**config.mk**
```make
export PLATFORM = sky130hd
export DESIGN_NAME = mandelbrot_escape_time_flat
export DESIGN_NICKNAME = d
export VERILOG_FILES = /design/src/design/met_pkg.sv /design/src/design/met_if.sv /design/src/design/mandelbrot_escape_time.sv /design/src/flat_wrapper.sv
export VERILOG_INCLUDE_DIRS = /design/src /design/src/design
export SDC_FILE = /design/constraint.sdc
export NUM_CORES = 2
export LEC_CHECK = 0
export BUFFER_PORTS_ARGS = -buffer_cell sky130_fd_sc_hd__buf_2
export CORE_MARGIN = 4
export CORE_UTILIZATION = 53
export CTS_BUF_LIST = sky130_fd_sc_hd__clkbuf_4 sky130_fd_sc_hd__clkbuf_8 sky130_fd_sc_hd__clkbuf_16
export DETAILED_ROUTE_END_ITERATION = 6
export GPL_ROUTABILITY_DRIVEN = 0
export PLACE_DENSITY = 0.8
export SLEW_MARGIN = 5
export SYNTH_ARGS = -nofsm -noshare
export SYNTH_HDL_FRONTEND = slang
export SYNTH_SLANG_ARGS = --single-unit
```
**constraint.sdc**
```tcl
create_clock -name clk -period 12.4 [get_ports clk]
set_input_delay 3.72 -clock clk [delete_from_list [all_inputs] [get_ports clk]]
set_output_delay 3.72 -clock clk [all_outputs]
set_load 0.02 [all_outputs]
```
**src/design/mandelbrot_escape_time_assert.svh**
```systemverilog
// Assertion macros shared by the RTL.
`ifndef MANDELBROT_ESCAPE_TIME_ASSERT_SVH
`define MANDELBROT_ESCAPE_TIME_ASSERT_SVH

// same-cycle implication, sampled on clk, off during reset
`define MET_ASSERT_IMP(lbl, ante, cons) \
	lbl: assert property (@(posedge clk) disable iff (!arst_n) (ante) |-> (cons)) \
		else $error("mandelbrot_escape_time: same-cycle check failed");

// next-cycle implication
`define MET_ASSERT_NXT(lbl, ante, cons) \
	lbl: assert property (@(posedge clk) disable iff (!arst_n) (ante) |=> (cons)) \
		else $error("mandelbrot_escape_time: next-cycle check failed");

`endif

```
**src/design/met_pkg.sv**
```systemverilog
`default_nettype none

package met_pkg;

	localparam int DEF_MAX_COLUMNS = 4096;
	localparam int DEF_MAX_ROWS    = 4096;
	localparam int DEF_COORD_WIDTH = 32;

	localparam int FRAC_BITS   = 28;
	localparam int COLOR_SHIFT = 20;

	localparam int IDX_W   = 12;
	localparam int CNT_W   = 16;
	localparam int COLOR_W = 28;
	localparam int EDGE_W  = 32;
	localparam int STEP_W  = 31;
	localparam int DATA_W  = 32;
	localparam int ADDR_W  = 5;
	localparam int REG_W   = 3;

	localparam logic [REG_W-1:0] REG_LEFT   = 3'd0;
	localparam logic [REG_W-1:0] REG_BOTTOM = 3'd1;
	localparam logic [REG_W-1:0] REG_CSTEP  = 3'd2;
	localparam logic [REG_W-1:0] REG_RSTEP  = 3'd3;
	localparam logic [REG_W-1:0] REG_LIMIT  = 3'd4;

	localparam logic signed [EDGE_W-1:0] RST_LEFT   = -32'sd536870912;
	localparam logic signed [EDGE_W-1:0] RST_BOTTOM = -32'sd536870912;
	localparam logic [STEP_W-1:0]        RST_CSTEP  = 31'd2684355;
	localparam logic [STEP_W-1:0]        RST_RSTEP  = 31'd2684355;
	localparam logic [CNT_W-1:0]         RST_LIMIT  = 16'd10000;

	typedef enum logic [7:0] {
		S_IDLE = 8'b0000_0001,
		S_MC   = 8'b0000_0010,
		S_MR   = 8'b0000_0100,
		S_CLD  = 8'b0000_1000,
		S_RR   = 8'b0001_0000,
		S_II   = 8'b0010_0000,
		S_RI   = 8'b0100_0000,
		S_CHK  = 8'b1000_0000
	} state_t;

endpackage

`default_nettype wire

```
**src/design/met_if.sv**
```systemverilog
`default_nettype none

interface met_pix_if;
	import met_pkg::*;

	logic             valid;
	logic             ready;
	logic [IDX_W-1:0] column_index;
	logic [IDX_W-1:0] row_index;

	modport source (output valid, output column_index, output row_index, input ready);
	modport sink   (input valid, input column_index, input row_index, output ready);
endinterface

interface met_res_if;
	import met_pkg::*;

	logic               valid;
	logic               ready;
	logic [CNT_W-1:0]   iteration_count;
	logic               escaped;
	logic [COLOR_W-1:0] color_word;

	modport source (output valid, output iteration_count, output escaped, output color_word,
		input ready);
	modport sink   (input valid, input iteration_count, input escaped, input color_word,
		output ready);
endinterface

`default_nettype wire

```
**src/design/mandelbrot_escape_time.sv**
```systemverilog
// Mandelbrot escape-time engine, one pixel at a time.
// pix (valid/ready): a beat carries column_index and row_index. The pixel maps to
// c = left_edge + col*column_step + i*(bottom_edge + row*row_step) in Q4.28, and
// z = z*z + c runs from zero until |z|^2 >= 4.0 or iteration_limit is reached.
// res (valid/ready): one beat per pixel with iteration_count, escaped, color_word.
// APB port: left_edge 0x00, bottom_edge 0x04, column_step 0x08, row_step 0x0C,
// iteration_limit 0x10; pready tied high; write only while idle.
// Datapath: a single registered multiplier does every product, so an iteration is
// three products plus update/test (states S_RR, S_II, S_RI, S_CHK). pix.ready
// rises in the same cycle as res.valid for the finished pixel, and a new pixel is
// taken only after the current one is through.
// The result sits in an output register, so the next pixel is taken while res
// stalls; a second result then waits in its final state until res drains.
// Reset (arst_n low) restores register defaults and drops any pixel in flight.
`default_nettype none
`include "mandelbrot_escape_time_assert.svh"

module mandelbrot_escape_time #(
	parameter int MAX_COLUMNS = met_pkg::DEF_MAX_COLUMNS,
	parameter int MAX_ROWS    = met_pkg::DEF_MAX_ROWS,
	parameter int COORD_WIDTH = met_pkg::DEF_COORD_WIDTH
) (
	input  wire                         clk,
	input  wire                         arst_n,
	met_pix_if.sink                     pix,
	met_res_if.source                   res,
	input  wire                         psel,
	input  wire                         penable,
	input  wire                         pwrite,
	input  wire  [met_pkg::ADDR_W-1:0]  paddr,
	input  wire  [met_pkg::DATA_W-1:0]  pwdata,
	output logic [met_pkg::DATA_W-1:0]  prdata,
	output logic                        pready
);
	import met_pkg::*;

	localparam int CW = COORD_WIDTH;
	localparam int MW = (COORD_WIDTH > 32) ? COORD_WIDTH : 32;
	localparam int PW = 2 * MW;
	localparam int SW = PW + 2;
	localparam int LW = 17;

	localparam logic signed [SW-1:0] CMAX = SW'({1'b0, {(CW-1){1'b1}}});
	localparam logic signed [SW-1:0] CMIN = ~CMAX;
	localparam logic signed [SW-1:0] ESC_BOUND = SW'(1) <<< (FRAC_BITS + 2);
	localparam logic [LW-1:0] COL_LAST = LW'(MAX_COLUMNS - 1);
	localparam logic [LW-1:0] ROW_LAST = LW'(MAX_ROWS - 1);

	function automatic logic signed [CW-1:0] sat_cw(input logic signed [SW-1:0] v);
		logic signed [CW-1:0] r;
		if (v > CMAX) r = CMAX[CW-1:0];
		else if (v < CMIN) r = CMIN[CW-1:0];
		else r = v[CW-1:0];
		return r;
	endfunction

	// configuration
	logic signed [EDGE_W-1:0] left_q, bottom_q;
	logic [STEP_W-1:0]        cstep_q, rstep_q;
	logic [CNT_W-1:0]         limit_q;
	logic [REG_W-1:0]         reg_idx;
	logic                     cfg_wr;

	assign pready  = 1'b1;
	assign reg_idx = paddr[ADDR_W-1:2];
	assign cfg_wr  = psel && penable && pwrite;

	always_ff @(posedge clk or negedge arst_n) begin
		if (!arst_n) begin
			left_q   <= RST_LEFT;
			bottom_q <= RST_BOTTOM;
			cstep_q  <= RST_CSTEP;
			rstep_q  <= RST_RSTEP;
			limit_q  <= RST_LIMIT;
		end else if (cfg_wr) begin
			unique case (reg_idx)
				REG_LEFT:   left_q   <= pwdata;
				REG_BOTTOM: bottom_q <= pwdata;
				REG_CSTEP:  cstep_q  <= pwdata[STEP_W-1:0];
				REG_RSTEP:  rstep_q  <= pwdata[STEP_W-1:0];
				REG_LIMIT:  limit_q  <= pwdata[CNT_W-1:0];
				default: ;
			endcase
		end
	end

	always_comb begin
		unique case (reg_idx)
			REG_LEFT:   prdata = left_q;
			REG_BOTTOM: prdata = bottom_q;
			REG_CSTEP:  prdata = {1'b0, cstep_q};
			REG_RSTEP:  prdata = {1'b0, rstep_q};
			REG_LIMIT:  prdata = {{(DATA_W-CNT_W){1'b0}}, limit_q};
			default:    prdata = '0;
		endcase
	end

	// datapath
	state_t                 state_q, state_d;
	logic [IDX_W-1:0]       col_q, row_q;
	logic [CNT_W-1:0]       lim_q, count_q;
	logic signed [CW-1:0]   c_re_q, c_im_q, zr_q, zi_q, rr_q, ii_q;
	logic signed [PW-1:0]   prod_q;
	logic signed [MW-1:0]   mul_a, mul_b;
	logic                   res_valid_q, res_esc_q;
	logic [CNT_W-1:0]       res_count_q;

	logic pix_acc, done, out_free, escape;
	logic signed [CW-1:0] mag, dif, nr, ri, ni, prod_rr;

	assign pix.ready = (state_q == S_IDLE);
	assign pix_acc   = pix.valid && pix.ready;
	assign out_free  = !res_valid_q || res.ready;

	assign prod_rr = sat_cw(SW'(prod_q >>> FRAC_BITS));
	assign mag     = sat_cw(SW'(rr_q) + SW'(ii_q));
	assign dif     = sat_cw(SW'(rr_q) - SW'(ii_q));
	assign nr      = sat_cw(SW'(dif) + SW'(c_re_q));
	assign ri      = sat_cw(SW'(prod_q >>> (FRAC_BITS - 1)));
	assign ni      = sat_cw(SW'(ri) + SW'(c_im_q));
	assign escape  = (SW'(mag) >= ESC_BOUND);
	assign done    = escape || (count_q == lim_q);

	always_comb begin
		case (state_q)
			S_MC: begin
				mul_a = MW'({1'b0, col_q});
				mul_b = MW'({1'b0, cstep_q});
			end
			S_MR: begin
				mul_a = MW'({1'b0, row_q});
				mul_b = MW'({1'b0, rstep_q});
			end
			S_II: begin
				mul_a = MW'(zi_q);
				mul_b = MW'(zi_q);
			end
			S_RI: begin
				mul_a = MW'(zr_q);
				mul_b = MW'(zi_q);
			end
			default: begin
				mul_a = MW'(zr_q);
				mul_b = MW'(zr_q);
			end
		endcase
	end

	always_comb begin
		state_d = state_q;
		unique case (state_q)
			S_IDLE: if (pix_acc) state_d = S_MC;
			S_MC:   state_d = S_MR;
			S_MR:   state_d = S_CLD;
			S_CLD:  state_d = S_II;
			S_RR:   state_d = S_II;
			S_II:   state_d = S_RI;
			S_RI:   state_d = S_CHK;
			S_CHK: begin
				if (!done) state_d = S_RR;
				else if (out_free) state_d = S_IDLE;
			end
			default: state_d = S_IDLE;
		endcase
	end

	always_ff @(posedge clk or negedge arst_n) begin
		if (!arst_n) begin
			state_q     <= S_IDLE;
			count_q     <= '0;
			res_valid_q <= 1'b0;
		end else begin
			state_q <= state_d;
			if (pix_acc) count_q <= '0;
			else if (state_q == S_CHK && !done) count_q <= count_q + 1'b1;
			if (state_q == S_CHK && done && out_free) res_valid_q <= 1'b1;
			else if (res.ready) res_valid_q <= 1'b0;
		end
	end

	always_ff @(posedge clk) begin
		prod_q <= mul_a * mul_b;
		unique case (state_q)
			S_IDLE: if (pix_acc) begin
				col_q <= (LW'(pix.column_index) > COL_LAST) ? COL_LAST[IDX_W-1:0]
					: pix.column_index;
				row_q <= (LW'(pix.row_index) > ROW_LAST) ? ROW_LAST[IDX_W-1:0]
					: pix.row_index;
				lim_q <= (limit_q == '0) ? CNT_W'(1) : limit_q;
				zr_q  <= '0;
				zi_q  <= '0;
			end
			S_MR:  c_re_q <= sat_cw(SW'(left_q) + SW'(prod_q));
			S_CLD: c_im_q <= sat_cw(SW'(bottom_q) + SW'(prod_q));
			S_II:  rr_q   <= prod_rr;
			S_RI:  ii_q   <= prod_rr;
			S_CHK: begin
				if (!done) begin
					zr_q <= nr;
					zi_q <= ni;
				end else if (out_free) begin
					res_count_q <= count_q;
					res_esc_q   <= escape;
				end
			end
			default: ;
		endcase
	end

	assign res.valid           = res_valid_q;
	assign res.iteration_count = res_count_q;
	assign res.escaped         = res_esc_q;
	assign res.color_word      = COLOR_W'({res_count_q[7:0], {COLOR_SHIFT{1'b0}}});

	`MET_ASSERT_NXT(a_accept_starts, pix.valid && pix.ready, state_q == S_MC)
	`MET_ASSERT_IMP(a_count_in_limit, state_q != S_IDLE, count_q <= lim_q)
	`MET_ASSERT_IMP(a_count_nonzero, res_valid_q, res_count_q != '0)

endmodule

`default_nettype wire

```
**src/flat_wrapper.sv**
```systemverilog
// flat-port wrapper written by rule: the top's interface ports become plain ports
module mandelbrot_escape_time_flat import met_pkg::*;
#(
	parameter int MAX_COLUMNS = met_pkg::DEF_MAX_COLUMNS,
	parameter int MAX_ROWS    = met_pkg::DEF_MAX_ROWS,
	parameter int COORD_WIDTH = met_pkg::DEF_COORD_WIDTH
)
  (clk, arst_n, psel, penable, pwrite, paddr, pwdata, prdata, pready, pix_valid, pix_column_index, pix_row_index, pix_ready, res_valid, res_iteration_count, res_escaped, res_color_word, res_ready);
  met_pix_if pix_i ();
  met_res_if res_i ();
  input  wire clk;
  input  wire arst_n;
  input  wire psel;
  input  wire penable;
  input  wire pwrite;
  input  wire  [met_pkg::ADDR_W-1:0] paddr;
  input  wire  [met_pkg::DATA_W-1:0] pwdata;
  output logic [met_pkg::DATA_W-1:0] prdata;
  output logic pready;
  input wire logic [$bits(pix_i.valid)-1:0] pix_valid;
  input wire logic [$bits(pix_i.column_index)-1:0] pix_column_index;
  input wire logic [$bits(pix_i.row_index)-1:0] pix_row_index;
  output wire logic [$bits(pix_i.ready)-1:0] pix_ready;
  output wire logic [$bits(res_i.valid)-1:0] res_valid;
  output wire logic [$bits(res_i.iteration_count)-1:0] res_iteration_count;
  output wire logic [$bits(res_i.escaped)-1:0] res_escaped;
  output wire logic [$bits(res_i.color_word)-1:0] res_color_word;
  input wire logic [$bits(res_i.ready)-1:0] res_ready;
  assign pix_i.valid = pix_valid;
  assign pix_i.column_index = pix_column_index;
  assign pix_i.row_index = pix_row_index;
  assign pix_ready = pix_i.ready;
  assign res_valid = res_i.valid;
  assign res_iteration_count = res_i.iteration_count;
  assign res_escaped = res_i.escaped;
  assign res_color_word = res_i.color_word;
  assign res_i.ready = res_ready;
  mandelbrot_escape_time #(.MAX_COLUMNS(MAX_COLUMNS), .MAX_ROWS(MAX_ROWS), .COORD_WIDTH(COORD_WIDTH)) u_core (.clk(clk), .arst_n(arst_n), .pix(pix_i), .res(res_i), .psel(psel), .penable(penable), .pwrite(pwrite), .paddr(paddr), .pwdata(pwdata), .prdata(prdata), .pready(pready));
endmodule
```
# Word level (Yosys, flattened, before mapping)
# Cells that the tools add are included.
[word_totals]
ff_bits = 480
inputBits = 68
word_cells = 117
[op_classes]
addsub = 7
multipliers = 1
order_cmp = 17
n_eq_ne = 16
muxes = 30
n_reduce_logical = 26
[op_table]
columns = ["cell", "n"]
rows = [
  ["two-way mux 32 bit", 17],
  ["greater-than comparator 66 x 32 -> 1 bit (second input constant)", 6],
  ["less-than comparator 66 x 32 -> 1 bit (second input constant)", 6],
  ["one-hot mux 32 bit (3 select lines)", 2],
  ["one-hot mux 32 bit (5 select lines)", 1],
  ["adder 32 x 64 -> 65 bit", 2],
  ["one-hot mux 32 bit (2 select lines)", 2],
  ["adder 32 x 32 -> 33 bit", 3],
  ["multiplier 32 x 32 -> 64 bit", 1],
  ["one-hot mux 8 bit (7 select lines)", 1],
  ["greater-than comparator 37 x 32 -> 1 bit (second input constant)", 1],
  ["less-than comparator 37 x 32 -> 1 bit (second input constant)", 1],
  ["greater-than comparator 36 x 32 -> 1 bit (second input constant)", 1],
  ["less-than comparator 36 x 32 -> 1 bit (second input constant)", 1],
  ["subtractor 32 x 32 -> 33 bit", 1],
  ["greater-or-equal comparator 32 bit (second input constant)", 1],
  ["two-way mux 16 bit", 2],
  ["two-way mux 8 bit", 3],
  ["adder 16 x 1 -> 16 bit (second input constant)", 1],
  ["equality test 16 bit", 1],
  ["logical NOT 16 bit", 1],
  ["AND reduction 2 bit", 7],
  ["equality test 8 x 1 -> 1 bit (second input constant)", 1],
  ["equality test 8 x 2 -> 1 bit (second input constant)", 1],
  ["other kinds (19)", 33],
]

# Depth between registers and ports, before layout
[logic_depth]
depth_word = 10
ltp_mapped = 40
ltp_nobuf = 36

# Worst setup path before layout
# OpenSTA, ideal clock, no wires.
[synth_path]
path_kind = "reg2reg"
start = "register u_core.state_q[2]"
end = "register u_core.prod_q[63]"
arrival_time_ns = 10.205
required_time_ns = 12.279
path_slack_ns = 2.074
stages_incl_launch_ff = 33
path_buffers = 1
period_less_slack_ns = 10.326
cell_sequence = "dfrtp_1 > nor4_1 > and2_1 > nand3b_1 > inv_1 > nor2_1 > a221oi_1 > clkbuf_1 > nor2_1 > fa_1 > inv_1 > fa_1 > inv_1 > fa_1 > fa_1 > inv_1 > fa_1 > inv_1 > fa_1 > inv_1 > fa_1 > fa_1 > inv_1 > ha_1 > a21o_1 > a21o_1 > a21oi_1 > o21ai_0 > a21oi_1 > nor2b_1 > a2111oi_0 > o21bai_1 > xnor2_1"
[synth_between]
elab_chain_len = 4
word_cells_on_any_way = 8
[synth_lines]
columns = ["item", "line", "text"]
rows = [
  ["start: declaration", "mandelbrot_escape_time.sv:99", "state_t state_q, state_d;"],
  ["start signal: assignment", "mandelbrot_escape_time.sv:173", "state_q <= state_d;"],
  ["equality test 8 x 6 -> 1 bit or equality test 8 x 7 -> 1 bit (tied branches)", "mandelbrot_escape_time.sv:125", "case (state_q)"],
  ["OR reduction 2 bit (no line)", "n/a", ""],
  ["one-hot mux 32 bit (3 select lines)", "mandelbrot_escape_time.sv:125", ""],
  ["multiplier 32 x 32 -> 64 bit *", "mandelbrot_escape_time.sv:182", "prod_q <= mul_a * mul_b;"],
  ["end signal: assignment", "mandelbrot_escape_time.sv:182", ""],
  ["end: declaration", "mandelbrot_escape_time.sv:103", "logic signed [PW-1:0] prod_q;"],
]
# Mark *: on every way between the ends. The rest lies on a longest branch, timed or not.
# A chain may end at the register's enable or synchronous reset.

# Worst setup path in the final report
[layout_path]
start = "register u_core.state_q[6]"
end = "register u_core.prod_q[62]"
# The elaborated chain is that of the path after synthesis.

==> results.toml <==
[die]
start_util_pct = 53.4
core_sq_um = 130000
die-area_sq_um = 137000
die_y_um = 370
die_w_um = 370
ios = 148
rows = 132

[synthesis]
ys_ff_latch = 480
yosysWarnings = 0
synth_area_leaders = "fa_1 31%, edfxtp_1 11%, ha_1 8.0%"
synth_top_area_share_pct = 31.4
avgSynthCellArea_sq_um = 9.27
async_flop_share_pct = 34.8
synth_edf_count = 249
synth_cell_types = 116
ys_seq_area_share_pct = 18.7
syn_area_sq_um = 69300
synthFlopType = "edfxtp_1"
synth_top_area_cell = "fa_1"
syn_inst = 7476

[timing]
tightest_slew_ns = 1.42
setup_violations = 0
slew_headroom_pct = 4.84
finClkSkew_ns = 0.0341
maxSlewViolCount = 0
period_minus_slack_ns = 11.93
timing.final.crit_share_pct = 96.2
rsz0062_at_grt = "false"
hold_viol_final = 0
setup_tns_ns = 0
worst_hold_slack_ns = 0.521
clock.fmax_mhz = 83.9

[outcome]
status = "finished, violations left"
violations = "DRC"

[placed_design]
detailed_place_hpwl_mm = 176
portBuffers = 124

[critical_path]
rrSetupSlack_ns = 0.47
r2r_end = "u_core.prod_q[62]$_DFF_P_"
worstSetupPathType = "flop to flop"
rr_startpoint = "u_core.state_q[6]$_DFFE_PN0P_"
critPathCaptureType = "flop"
arrival_ns = 12.43
slowest_stage = "a2111oi_1"
critPathLaunchType = "flop"
r2r_cells = 34
slowest_delay_ns = 0.76
cp_max_fo = 28
worst_ep_required_time_ns = 12.91
cpMostUsedCell = "fa_1"

[cts]
clk_pin_slew_ns = 0.06
clk_path_buf_depth = 3
clkSinkCount = 480
postCtsHoldBufs = 0
clkLatencyLatePin_ns = 0.65
cts_root_buf = "clkbuf_16"
cts_max_level = 2
cts_tree = "yes"
numCtsBuffers = 51

[global_routing]
gr-total-overflow = 0
grt_max_degree = 107
grt_pass1_vias = 58600
grt_pass1_wl_mm = 341
grt.total_usage_pct = 32.3
antenna_found_initial = 18

[routing]
ant_nets = 0
first_pass_iters = 7
vias = 57300
post_drt_via_cell_ratio = 6.20
routedWlPerCell_um = 23.8
drcViolationCount = 13
drt_iter0_drc = 6774
drt-total-wl_mm = 220

[hold_path]
whs_endpoint = "u_core.lim_q[5]$_SDFFCE_PN0P_"
holdPathStages = 0
hold_start = "u_core.limit_q[5]$_DFFE_PN0P_"
holdCritPathClass = "flop to flop"

[cells_and_area]
nFillCells = 10700
drive_above_1_share_pct = 9.46
fin_nets = 9042
area_growth_pct = 6.35

[job]
drv_cap = 0
==> registers in the layout, indices dropped and copies added (netlist names) <==
signal	count
u_core.bottom_q	32
u_core.c_im_q	32
u_core.c_re_q	32
u_core.col_q	12
u_core.count_q	16
u_core.cstep_q	31
u_core.ii_q	32
u_core.left_q	32
u_core.lim_q	16
u_core.limit_q	16
u_core.prod_q	64
u_core.res.escaped	1
u_core.res.iteration_count	16
u_core.res.valid	1
u_core.row_q	12
u_core.rr_q	32
u_core.rstep_q	31
u_core.state_q	8
u_core.zi_q	32
u_core.zr_q	32
==> cells by family (layout without fill, tap and decap cells) <==
group,Yosys count,count (layout),share of synthesized area [%]
xor+xnor,289,289,3.65
compound gates,1351,1351,12.9
mux,184,184,3.22
flops,480,480,18.7
fa+ha+maj,1539,1539,39.6
buf+inv,1670,1663,9.36
other cells,2,38,0.0108
simple gates,1961,1961,12.5
==> stage by stage <==
stage	worst slack (ns)	utilization, %	std cells	cell area (sq um)
finish	0.474	56.8	9247	73700
global route	0.0749	56.8	9231	73600
CTS	0.632	56.8	9229	73600
detailed placement	0.676	55.4	9133	71900
global placement	0.907	55.4	9133	71900
floorplan	2.07	-	7495	69300
==> synth_stat cells, types with 72 or more instances <==
cell type  number
xnor2_1       170
ha_1          441
dfrtp_1       131
o21ai_0       218
mux2_2        161
edfxtp_1      249
nor2_1        710
fa_1         1088
inv_1        1289
o21a_1         86
clkbuf_1      306
a21oi_1       324
a21o_1        161
xor2_1        119
nand2_1       737
nand3_1        82
a22oi_1        72
==> cells in the final DEF (no fill, tap or decap), types with 170 or more instances in the layout <==
| master | instances |
|---|---|
| a21oi_1 | 322 |
| edfxtp_1 | 249 |
| fa_1 | 1088 |
| ha_1 | 441 |
| inv_1 | 1288 |
| nand2_1 | 735 |
| nor2_1 | 707 |
| o21ai_0 | 215 |
| xnor2_1 | 170 |
==> critical path: cells and delay by family (launching register included) <==
family | cells | cell delay, ns
AND/OR/NAND/NOR | 7 | 2.02
adder cells (fa/ha/maj) | 9 | 4.52
AO/OA/AOI/OAI | 12 | 4.01
flip-flops | 1 | 0.45
XOR/XNOR | 1 | 0.16
buffers and inverters | 5 | 0.62
==> per-layer routing <==
metal | vias up | wire length (um) | global-route usage, %
met2 | 3968 | 93900 | 47.9
met1 | 28100 | 76900 | 40.1
met5 | - | 78 | 0
li1 | 24200 | - | -
met4 | 14 | 16600 | 19.3
met3 | 1019 | 32900 | 12.5
==> what timing repair did <==
action	4_1_cts	5_1_grt
resized for setup	0	2
setup buffers	0	0
setup endpoints to repair	0	1
==> worst max path at each step <==
stage	from	to	slack [ns]	cells after the start
3_5_place_dp	u_core.state_q[6]$_DFFE_PN0P_	u_core.prod_q[62]$_DFF_P_	0.68	36
4_1_cts	u_core.state_q[6]$_DFFE_PN0P_	u_core.prod_q[62]$_DFF_P_	0.63	34
5_1_grt	u_core.state_q[6]$_DFFE_PN0P_	u_core.prod_q[63]$_DFF_P_	0.07	32
6_report	u_core.state_q[6]$_DFFE_PN0P_	u_core.prod_q[62]$_DFF_P_	0.47	34
3_3_place_gp	u_core.state_q[6]$_DFFE_PN0P_	u_core.prod_q[62]$_DFF_P_	0.91	34
2_1_floorplan	u_core.state_q[2]$_DFFE_PN0P_	u_core.prod_q[63]$_DFF_P_	2.07	32
==> layout make-up <==
| type | count | area (sq um) | area share (%) |
|---|---|---|---|
| clock inverters | 21 | 176 | 0.239 |
| diodes | 17 | 42.5 | 0.0578 |
| clock buffers | 75 | 1540 | 2.08 |
| flip-flops and latches | 480 | 13000 | 17.6 |
| well taps | 1742 | 2180 | 2.96 |
| multi-input cells | 5345 | 50100 | 68.0 |
| repair buffers | 277 | 1780 | 2.42 |
| inverters | 1290 | 4840 | 6.57 |
Power is not shown: default switching activity piles up to over one toggle a cycle in this logic, so the estimate is an artifact.
